[src/sv/qsmp_pkg.sv]
// shared types and constants of the qr symbol module placer
package qsmp_pkg;

   localparam logic [4:0]  LAST_ROW   = 5'd28;
   localparam logic [3:0]  LAST_PAIR  = 4'd13;
   localparam logic [3:0]  RIGHT_LAST = 4'd10;
   localparam logic [4:0]  ALIGN_CTR  = 5'd22;
   localparam logic [4:0]  FAR_CTR    = 5'd25;
   localparam logic [4:0]  NEAR_CTR   = 5'd3;
   localparam logic [10:0] FMT_GEN    = 11'h537;
   localparam logic [14:0] FMT_XOR    = 15'h5412;

   typedef struct packed {
      logic take_item;
      logic restart;
      logic advance;
      logic store_bit;
      logic load_place;
      logic load_read;
   } cmd_type;

   typedef struct packed {
      logic walk_done;
      logic cell_is_data;
   } status_type;

endpackage

[src/sv/qsmp_ctrl.sv]
// sequencer for place and read items of the qr symbol module placer
module qsmp_ctrl (
   input  logic                 clock,
   input  logic                 reset,
   input  logic                 req_valid,
   output logic                 req_stall,
   input  logic                 req_action,
   input  logic                 req_first,
   output logic                 rsp_valid,
   input  logic                 rsp_stall,
   output qsmp_pkg::cmd_type    cmd,
   input  qsmp_pkg::status_type st
);
   import qsmp_pkg::*;

   typedef enum logic [3:0] {
      ST_IDLE  = 4'b0001,
      ST_SEEK  = 4'b0010,
      ST_READ  = 4'b0100,
      ST_REPLY = 4'b1000
   } state_type;

   state_type state_ff, state_in;
   logic      rsp_valid_ff, rsp_valid_in;
   logic      slot_free;

   assign slot_free = !rsp_valid_ff || !rsp_stall;
   assign req_stall = (state_ff != ST_IDLE);
   assign rsp_valid = rsp_valid_ff;

   always_comb begin
      cmd      = '0;
      state_in = state_ff;
      unique case (state_ff)
         ST_IDLE: begin
            if (req_valid) begin
               cmd.take_item = 1'b1;
               cmd.restart   = !req_action && req_first;
               state_in      = req_action ? ST_READ : ST_SEEK;
            end
         end
         ST_SEEK: begin
            if (st.walk_done || st.cell_is_data) begin
               if (slot_free) begin
                  cmd.load_place = 1'b1;
                  cmd.store_bit  = !st.walk_done;
                  state_in       = ST_IDLE;
               end
            end else begin
               cmd.advance = 1'b1;
            end
         end
         ST_READ: begin
            state_in = ST_REPLY;
         end
         ST_REPLY: begin
            if (slot_free) begin
               cmd.load_read = 1'b1;
               state_in      = ST_IDLE;
            end
         end
         default: begin
            state_in = ST_IDLE;
         end
      endcase
   end

   assign rsp_valid_in = cmd.load_place || cmd.load_read || (rsp_valid_ff && rsp_stall);

   always_ff @(posedge clock) begin
      if (reset) begin
         state_ff     <= ST_IDLE;
         rsp_valid_ff <= 1'b0;
      end else begin
         state_ff     <= state_in;
         rsp_valid_ff <= rsp_valid_in;
      end
   end

`ifndef SYNTH
   a_store_with_result: assert property (@(posedge clock) disable iff (reset)
      cmd.store_bit |-> cmd.load_place)
      else $error("cell written without a result");
   a_no_result_overwrite: assert property (@(posedge clock) disable iff (reset)
      (cmd.load_place || cmd.load_read) |-> (!rsp_valid_ff || !rsp_stall))
      else $error("result loaded over a waiting item");
   a_busy_after_take: assert property (@(posedge clock) disable iff (reset)
      cmd.take_item |=> (state_ff != ST_IDLE))
      else $error("item taken but sequencer idle");
   a_step_or_finish: assert property (@(posedge clock) disable iff (reset)
      !(cmd.advance && (cmd.load_place || cmd.load_read)))
      else $error("walker stepped while finishing an item");
`endif

endmodule

[src/sv/qsmp_datapath.sv]
// walker, module store, function cell decode and result register
module qsmp_datapath (
   input  logic                 clock,
   input  logic                 reset,
   input  qsmp_pkg::cmd_type    cmd,
   output qsmp_pkg::status_type st,
   input  logic                 req_bit_value,
   input  logic [4:0]           req_row,
   input  logic [4:0]           req_col,
   input  logic                 csr_valid,
   output logic                 csr_ready,
   input  logic [1:0]           csr_ec_level_code,
   output logic                 rsp_dark,
   output logic                 rsp_is_function,
   output logic [4:0]           rsp_placed_row,
   output logic [4:0]           rsp_placed_col,
   output logic                 rsp_overflow
);
   import qsmp_pkg::*;

   function automatic logic [4:0] absdiff(input logic [4:0] a, input logic [4:0] b);
      return (a >= b) ? a - b : b - a;
   endfunction

   function automatic logic [4:0] max5(input logic [4:0] a, input logic [4:0] b);
      return (a > b) ? a : b;
   endfunction

   function automatic logic [14:0] format_word(input logic [1:0] ec);
      logic [4:0]  dat;
      logic [14:0] rem;
      dat = {ec, 3'b000};
      rem = {dat, 10'b0};
      for (int b = 14; b >= 10; b--) begin
         if (rem[b]) begin
            rem = rem ^ ({4'b0, FMT_GEN} << (b - 10));
         end
      end
      return {dat, rem[9:0]} ^ FMT_XOR;
   endfunction

   // returns {function cell, colour}
   function automatic logic [1:0] fixed_cell(input logic [4:0] r, input logic [4:0] c,
                                             input logic [14:0] fw);
      logic [4:0] m0;
      logic [4:0] m1;
      logic [4:0] m2;
      logic [4:0] ma;
      logic [4:0] idx;
      logic [1:0] res;
      m0  = max5(absdiff(r, NEAR_CTR), absdiff(c, NEAR_CTR));
      m1  = max5(absdiff(r, NEAR_CTR), absdiff(c, FAR_CTR));
      m2  = max5(absdiff(r, FAR_CTR), absdiff(c, NEAR_CTR));
      ma  = max5(absdiff(r, ALIGN_CTR), absdiff(c, ALIGN_CTR));
      idx = '0;
      res = 2'b00;
      priority if (m0 <= 5'd4) begin
         res = {1'b1, (m0 <= 5'd1) || (m0 == 5'd3)};
      end else if (m1 <= 5'd4) begin
         res = {1'b1, (m1 <= 5'd1) || (m1 == 5'd3)};
      end else if (m2 <= 5'd4) begin
         res = {1'b1, (m2 <= 5'd1) || (m2 == 5'd3)};
      end else if (ma <= 5'd2) begin
         res = {1'b1, ma != 5'd1};
      end else if (r == 5'd8 && c <= 5'd5) begin
         idx = 5'd14 - c;
         res = {1'b1, fw[idx[3:0]]};
      end else if (r == 5'd8 && c == 5'd7) begin
         res = {1'b1, fw[8]};
      end else if (r == 5'd8 && c == 5'd8) begin
         res = {1'b1, fw[7]};
      end else if (r == 5'd8 && c >= 5'd21) begin
         idx = 5'd28 - c;
         res = {1'b1, fw[idx[3:0]]};
      end else if (c == 5'd8 && r <= 5'd5) begin
         res = {1'b1, fw[r[3:0]]};
      end else if (c == 5'd8 && r == 5'd7) begin
         res = {1'b1, fw[6]};
      end else if (c == 5'd8 && r == 5'd21) begin
         res = 2'b11;
      end else if (c == 5'd8 && r >= 5'd22) begin
         idx = r - 5'd14;
         res = {1'b1, fw[idx[3:0]]};
      end else if (r == 5'd6) begin
         res = {1'b1, ~c[0]};
      end else if (c == 5'd6) begin
         res = {1'b1, ~r[0]};
      end else begin
         res = 2'b00;
      end
      return res;
   endfunction

   logic [1:0]  ec_level_ff, ec_level_in;
   logic        bit_ff, bit_in;
   logic [4:0]  row_ff, row_in;
   logic [4:0]  col_ff, col_in;
   logic [3:0]  pair_ff, pair_in;
   logic [4:0]  step_ff, step_in;
   logic        half_ff, half_in;
   logic        done_ff, done_in;
   logic        mem_q_ff;
   logic        module_mem [0:1023];

   logic        dark_ff, dark_in;
   logic        func_ff, func_in;
   logic [4:0]  prow_ff, prow_in;
   logic [4:0]  pcol_ff, pcol_in;
   logic        ovf_ff, ovf_in;

   logic [14:0] fw;
   logic [4:0]  pair_x2;
   logic [4:0]  right_col;
   logic [4:0]  walk_row;
   logic [4:0]  walk_col;
   logic [1:0]  walk_fc;
   logic [1:0]  read_fc;
   logic [4:0]  col_off_hi;
   logic [4:0]  col_off_lo;
   logic [3:0]  rc_pair;
   logic [4:0]  rc_step;
   logic        rc_half;
   logic        written;
   logic        in_range;

   assign csr_ready = 1'b1;
   assign fw        = format_word(ec_level_ff);

   // current walker cell
   assign pair_x2   = {pair_ff, 1'b0};
   assign right_col = (pair_ff <= RIGHT_LAST) ? 5'd28 - pair_x2 : 5'd27 - pair_x2;
   assign walk_col  = right_col - {4'b0, half_ff};
   assign walk_row  = pair_ff[0] ? step_ff : LAST_ROW - step_ff;
   assign walk_fc   = fixed_cell(walk_row, walk_col, fw);

   assign st.walk_done    = done_ff;
   assign st.cell_is_data = !walk_fc[1];

   // zigzag position of the read cell, compared with the walker's fill point
   assign col_off_hi = 5'd28 - col_ff;
   assign col_off_lo = 5'd5 - col_ff;
   assign rc_pair    = (col_ff >= 5'd7) ? col_off_hi[4:1] : 4'd11 + {2'b0, col_off_lo[2:1]};
   assign rc_half    = (col_ff >= 5'd7) ? col_ff[0] : ~col_ff[0];
   assign rc_step    = rc_pair[0] ? row_ff : LAST_ROW - row_ff;
   assign written    = done_ff || ({rc_pair, rc_step, rc_half} < {pair_ff, step_ff, half_ff});
   assign in_range   = (row_ff <= LAST_ROW) && (col_ff <= LAST_ROW);
   assign read_fc    = fixed_cell(row_ff, col_ff, fw);

   always_comb begin
      ec_level_in = (csr_valid && csr_ready) ? csr_ec_level_code : ec_level_ff;
      bit_in      = cmd.take_item ? req_bit_value : bit_ff;
      row_in      = cmd.take_item ? req_row : row_ff;
      col_in      = cmd.take_item ? req_col : col_ff;
   end

   always_comb begin
      pair_in = pair_ff;
      step_in = step_ff;
      half_in = half_ff;
      done_in = done_ff;
      if (cmd.restart) begin
         pair_in = '0;
         step_in = '0;
         half_in = 1'b0;
         done_in = 1'b0;
      end else if (cmd.advance || cmd.store_bit) begin
         if (!half_ff) begin
            half_in = 1'b1;
         end else begin
            half_in = 1'b0;
            if (step_ff == LAST_ROW) begin
               step_in = '0;
               if (pair_ff == LAST_PAIR) begin
                  done_in = 1'b1;
               end else begin
                  pair_in = pair_ff + 4'd1;
               end
            end else begin
               step_in = step_ff + 5'd1;
            end
         end
      end
   end

   always_comb begin
      dark_in = dark_ff;
      func_in = func_ff;
      prow_in = prow_ff;
      pcol_in = pcol_ff;
      ovf_in  = ovf_ff;
      if (cmd.load_place) begin
         func_in = 1'b0;
         if (done_ff) begin
            dark_in = 1'b0;
            prow_in = '0;
            pcol_in = '0;
            ovf_in  = 1'b1;
         end else begin
            dark_in = bit_ff ^ ~(walk_row[0] ^ walk_col[0]);
            prow_in = walk_row;
            pcol_in = walk_col;
            ovf_in  = 1'b0;
         end
      end else if (cmd.load_read) begin
         prow_in = '0;
         pcol_in = '0;
         ovf_in  = 1'b0;
         if (!in_range) begin
            dark_in = 1'b0;
            func_in = 1'b0;
         end else if (read_fc[1]) begin
            dark_in = read_fc[0];
            func_in = 1'b1;
         end else begin
            dark_in = (written & mem_q_ff) ^ ~(row_ff[0] ^ col_ff[0]);
            func_in = 1'b0;
         end
      end
   end

   always_ff @(posedge clock) begin
      if (reset) begin
         ec_level_ff <= '0;
         pair_ff     <= '0;
         step_ff     <= '0;
         half_ff     <= 1'b0;
         done_ff     <= 1'b0;
      end else begin
         ec_level_ff <= ec_level_in;
         pair_ff     <= pair_in;
         step_ff     <= step_in;
         half_ff     <= half_in;
         done_ff     <= done_in;
      end
   end

   always_ff @(posedge clock) begin
      bit_ff  <= bit_in;
      row_ff  <= row_in;
      col_ff  <= col_in;
      dark_ff <= dark_in;
      func_ff <= func_in;
      prow_ff <= prow_in;
      pcol_ff <= pcol_in;
      ovf_ff  <= ovf_in;
   end

   // module store, addressed by {row, col}
   always_ff @(posedge clock) begin
      if (cmd.store_bit) begin
         module_mem[{walk_row, walk_col}] <= bit_ff;
      end
      mem_q_ff <= module_mem[{row_ff, col_ff}];
   end

   assign rsp_dark        = dark_ff;
   assign rsp_is_function = func_ff;
   assign rsp_placed_row  = prow_ff;
   assign rsp_placed_col  = pcol_ff;
   assign rsp_overflow    = ovf_ff;

`ifndef SYNTH
   a_walker_range: assert property (@(posedge clock) disable iff (reset)
      (pair_ff <= LAST_PAIR) && (step_ff <= LAST_ROW))
      else $error("walker out of range");
   a_done_sticks: assert property (@(posedge clock) disable iff (reset)
      (done_ff && !cmd.restart) |=> done_ff)
      else $error("exhausted walker resumed without restart");
   a_no_store_when_done: assert property (@(posedge clock) disable iff (reset)
      cmd.store_bit |-> (!done_ff && !walk_fc[1]))
      else $error("store into a function cell or after exhaustion");
`endif

endmodule

[src/sv/qr_symbol_module_placer.sv]
// top level of the qr version 3 symbol module placer
// Builds a 29x29 version-3 symbol with mask 000. A place item (action 0) stores one codeword
// bit in the next free data cell of the two-column zigzag and reports that cell; a first flag
// restarts the walk and empties the store without a clearing pass, since a cell counts as
// written only if the walker has already passed it. A place item first steps the walker over
// any function cells before the next free data cell, one cell per cycle, then stores the bit.
// A read item passes through a read state, which waits for the registered read of the module
// store, and a reply state. Once all data cells are used, place items return overflow. Results
// wait in an output register, so the next item is taken while a result is still stalled.
module qr_symbol_module_placer (
   input  logic       clock,
   input  logic       reset,
   input  logic       req_valid,
   output logic       req_stall,
   input  logic       req_action,
   input  logic       req_first,
   input  logic       req_bit_value,
   input  logic [4:0] req_row,
   input  logic [4:0] req_col,
   output logic       rsp_valid,
   input  logic       rsp_stall,
   output logic       rsp_dark,
   output logic       rsp_is_function,
   output logic [4:0] rsp_placed_row,
   output logic [4:0] rsp_placed_col,
   output logic       rsp_overflow,
   input  logic       csr_valid,
   output logic       csr_ready,
   input  logic [1:0] csr_ec_level_code
);
   import qsmp_pkg::*;

   cmd_type    cmd;
   status_type st;

   qsmp_ctrl u_ctrl (
      .clock      (clock),
      .reset      (reset),
      .req_valid  (req_valid),
      .req_stall  (req_stall),
      .req_action (req_action),
      .req_first  (req_first),
      .rsp_valid  (rsp_valid),
      .rsp_stall  (rsp_stall),
      .cmd        (cmd),
      .st         (st)
   );

   qsmp_datapath u_datapath (
      .clock             (clock),
      .reset             (reset),
      .cmd               (cmd),
      .st                (st),
      .req_bit_value     (req_bit_value),
      .req_row           (req_row),
      .req_col           (req_col),
      .csr_valid         (csr_valid),
      .csr_ready         (csr_ready),
      .csr_ec_level_code (csr_ec_level_code),
      .rsp_dark          (rsp_dark),
      .rsp_is_function   (rsp_is_function),
      .rsp_placed_row    (rsp_placed_row),
      .rsp_placed_col    (rsp_placed_col),
      .rsp_overflow      (rsp_overflow)
   );

endmodule

[config.mk]
export PLATFORM = sky130hd
export DESIGN_NAME = qr_symbol_module_placer
export DESIGN_NICKNAME = d
export VERILOG_FILES = /design/src/sv/qsmp_pkg.sv /design/src/sv/qsmp_ctrl.sv /design/src/sv/qsmp_datapath.sv /design/src/sv/qr_symbol_module_placer.sv
export SDC_FILE = /design/constraint.sdc
export NUM_CORES = 2
export LEC_CHECK = 0
export ABC_AREA = 1
export BUFFER_PORTS_ARGS = -buffer_cell sky130_fd_sc_hd__buf_2
export CAP_MARGIN = 20
export CORE_ASPECT_RATIO = 0.7
export CORE_MARGIN = 2
export CORE_UTILIZATION = 34
export DETAILED_ROUTE_END_ITERATION = 10
export HOLD_SLACK_MARGIN = 0.08
export PLACE_DENSITY = 0.5
export SETUP_SLACK_MARGIN = 0.05
export SLEW_MARGIN = 10
export SYNTH_ARGS = -nofsm -noshare
export SYNTH_HDL_FRONTEND = slang
export SYNTH_SLANG_ARGS = --single-unit
[constraint.sdc]
create_clock -name clock -period 47.1 [get_ports clock]
set_input_delay 11.775 -clock clock [delete_from_list [all_inputs] [get_ports clock]]
set_output_delay 11.775 -clock clock [all_outputs]
set_load 0.01 [all_outputs]
==> results.toml <==
[clock_tree]
clock_latency_ns = 0.74
cts.sinks = 1067
cts_repair_resize_count = 0
h-tree-depth = 3
postCtsSetupRepairBufs = 0
tritoncts = "yes"
clk_transition_reported_paths_ns = 0.07
clock_tree_root_driver_cell = "clkbuf_16"
cts.hold.buffers_added = 0
tritoncts.num_buffers = 104
clk_path_buf_depth = 3

[pwr]
power-per-cell-area_nw_per_um2 = 37.09
power_mw = 2.094
total_leakage_power_nw = 17.79
max-vdd-ir-drop_uv = 27.79

[grt]
vias_in_the_first_global_route = 36130
grt_start_max_net_pins = 280
antenna_found_initial = 6
grt_first_pass_wirelength_um = 251700
track_usage = 0.2201
global_route.overflow_total = 0

[finish]
area.growth.synth_to_final_pct = 10.13
post_route_cells_drive_above_1_share = 0.06276
post_route_insts_no_fill = 7081
finalCoreUtilization = 0.3762
finish.net_count = 5125

[sta]
worst-slew-pin-transition_ns = 1.246
grt_setup_unrepaired = "no"
period_minus_slack_ns = 14.73
setup_viol_count_final = 0
final-hold-violation-count = 0
period_share = 0.3127
slew_hr = 0.1694
slew_violations = 0
finClkSkew_ns = 0.04908
f_max_mhz = 67.89
tns_ns = 0

[hold_path]
hold_path_class = "reg2reg"
timing.hold.worst.start = "u_datapath.step_ff[4]$_SDFFE_PP0N_"

[placed_design]
numPortBuffers = 34
gp_congestion = 0.8556
dpl.hpwl_um = 99670
place_inst = 6890

[logic_synthesis]
synth_async_sr_flop_share = 0
number_of_enable_flip_flop_cells_after_synthesis = 1047
synth.lib_cells_used.distinct = 55
yosysWarningCount = 0
mean_post_synth_cell_area_um2 = 9.957
synth_cell_area_um2 = 51270
yosys_most_used_dff = "edfxtp_1"
ys_seq_elements = 1067
synth_sequential_area_ratio = 0.6211
post_synth_inst_count = 5149

[drt]
routedWlPerCell_um = 24.45
drt-pass1-iter-count = 6
initialDrtViolationCount = 5159
vias_per_cell = 5.567
drc_errors = 0
vias = 39420
wirelength_um = 173100
final_antenna_violating_net_count = 0

[setup_path]
critPathSlowestCell = "nand3_1"
worstPathMaxFanout = 38
worst-endpoint-arrival_ns = 15.14
r2r_slack_ns = 38.75
critPathLaunch = "rsp_stall"
slowest_delay_ns = 0.92
required_ns = 47.51
setup.worst_path.end_class = "register"
critical_path_class = "in2reg"
setup.worst_path.start_class = "input port"
regToRegStartpoint = "u_datapath.pair_ff[0]$_SDFFE_PP0P_"
worstPathCellList = "buf_2, nand2_1, inv_1, nor4_1, nand4_4, inv_2, buf_4, nand3_1, nor3_1"

[run]
total_of_max_cap_violations = 0

[die]
die_width_um = 468.1
placeableCoreArea_um2 = 150100
io_pins = 36
die-height_um = 328.9
start_util = 0.3416
design.die.area_um2 = 154000
fp-row-count = 119

[run_status]
status = "completed"
==> placed cells by master (no fill, tap or decap), drive strengths merged, types with 41 or more instances in the layout <==
cell       n
a21oi     79
buf      117
clkbuf   130
clkinv    58
conb      41
edfxtp  1047
ha       104
inv      195
nand2    405
nand3    142
nor2    1641
o211ai    95
o21ai    610
o221ai   161
o22ai    102
==> worst paths after layout <==
| path | endpoint | depth (start not counted) |
|---|---|---|
| min | u_datapath.step_ff[4]$_SDFFE_PP0N_ | 2 |
| max | u_datapath.module_mem[775]$_DFFE_PP_ | 9 |
| max reg2reg | u_datapath.module_mem[775]$_DFFE_PP_ | 36 |
| min reg2reg | u_datapath.step_ff[4]$_SDFFE_PP0N_ | 2 |
==> per-stage QoR <==
stage	instance area, um^2	worst slack (ns)	hold WS (ns)
3_5_place_dp	53300	31.70	0.4989
6_report	56460	32.37	0.5068
4_1_cts	56450	32.45	0.5090
3_3_place_gp	53190	31.74	0.4824
2_1_floorplan	51410	32.38	0.4568
5_1_grt	56460	32.14	0.5326
==> power breakdown <==
| part | internal, mW | switching, mW |
|---|---|---|
| Sequential | 1.05 | 0.00280 |
| Combinational | 0.0582 | 0.169 |
| Clock | 0.425 | 0.384 |
| Total | 1.54 | 0.557 |
==> state kept, by name, summed over array words and instances, names as in the netlist <==
name,count
u_datapath.rsp_placed_col,5
u_ctrl.state_ff,4
u_datapath.pair_ff,4
u_datapath.rsp_placed_row,5
u_datapath.bit_ff,1
u_datapath.rsp_is_function,1
u_datapath.done_ff,1
u_ctrl.rsp_valid,1
u_datapath.rsp_overflow,1
u_datapath.mem_q_ff,1
u_datapath.module_mem,1024
u_datapath.col_ff,5
u_datapath.step_ff,5
u_datapath.row_ff,5
u_datapath.ec_level_ff,2
u_datapath.half_ff,1
u_datapath.rsp_dark,1
==> layout make-up <==
type                    instances  area, um^2
multi-input cells            3511       17220
well taps                    1996        2497
diodes                          2       5.005
clock buffers                 130        2700
clock inverters                58       446.7
inverters                     200       768.2
fillers                     15190       93620
repair buffers                117       983.4
flip-flops and latches       1067       31840
==> Yosys cell counts (4+ instances only) <==
master     count  area share
nand2_2       12      0.0015
clkbuf_1     336       0.025
nand4_1       21      0.0026
inv_1        184       0.013
xor2_1        22      0.0038
nor3_1        18      0.0018
buf_1          7     0.00051
nand2_4        6      0.0013
xnor2_1        5     0.00085
o31ai_1        4     0.00059
o221ai_1     161       0.028
o21a_1         4     0.00059
buf_4         13      0.0019
buf_2         51      0.0050
a21oi_1       79      0.0077
nand3_1      139       0.014
nor2_1      1636        0.12
clkinv_1       4     0.00029
dfxtp_1       20      0.0078
o21ai_0      601       0.059
nand2_1      387       0.028
o211ai_1      95       0.014
a31oi_1       12      0.0015
o22ai_1      102       0.012
o2111ai_1      7      0.0012
edfxtp_1    1047        0.61
ha_1         104       0.025
o21bai_1       4     0.00059
o21ai_1        8     0.00078
nor4_1         8     0.00098
nand3b_1       4     0.00059
inv_2         11     0.00081
==> worst max-delay path, delay by kind of cell <==
| family | cells | cell delay, ns |
|---|---|---|
| buffers and inverters | 4 | 0.93 |
| AND/OR/NAND/NOR | 5 | 2.42 |
==> cells by family after synthesis <==
group                      synth area share
AOI/OAI and AO/OA                    0.1282
xor gates and xnor gates           0.004613
adders and majority gates           0.02538
buffers and inverters               0.04742
DFF                                  0.6211
muxes                             0.0001953
other                             0.0001465
and+or+nand+nor                      0.1730
==> metal layers <==
layer,GRT usage,part of all wire
met1,0.3487,0.48
met2,0.3112,0.42
met3,0.03400,0.079
met4,0.05005,0.020
met5,0,0
(Power assumes the default switching activity.)
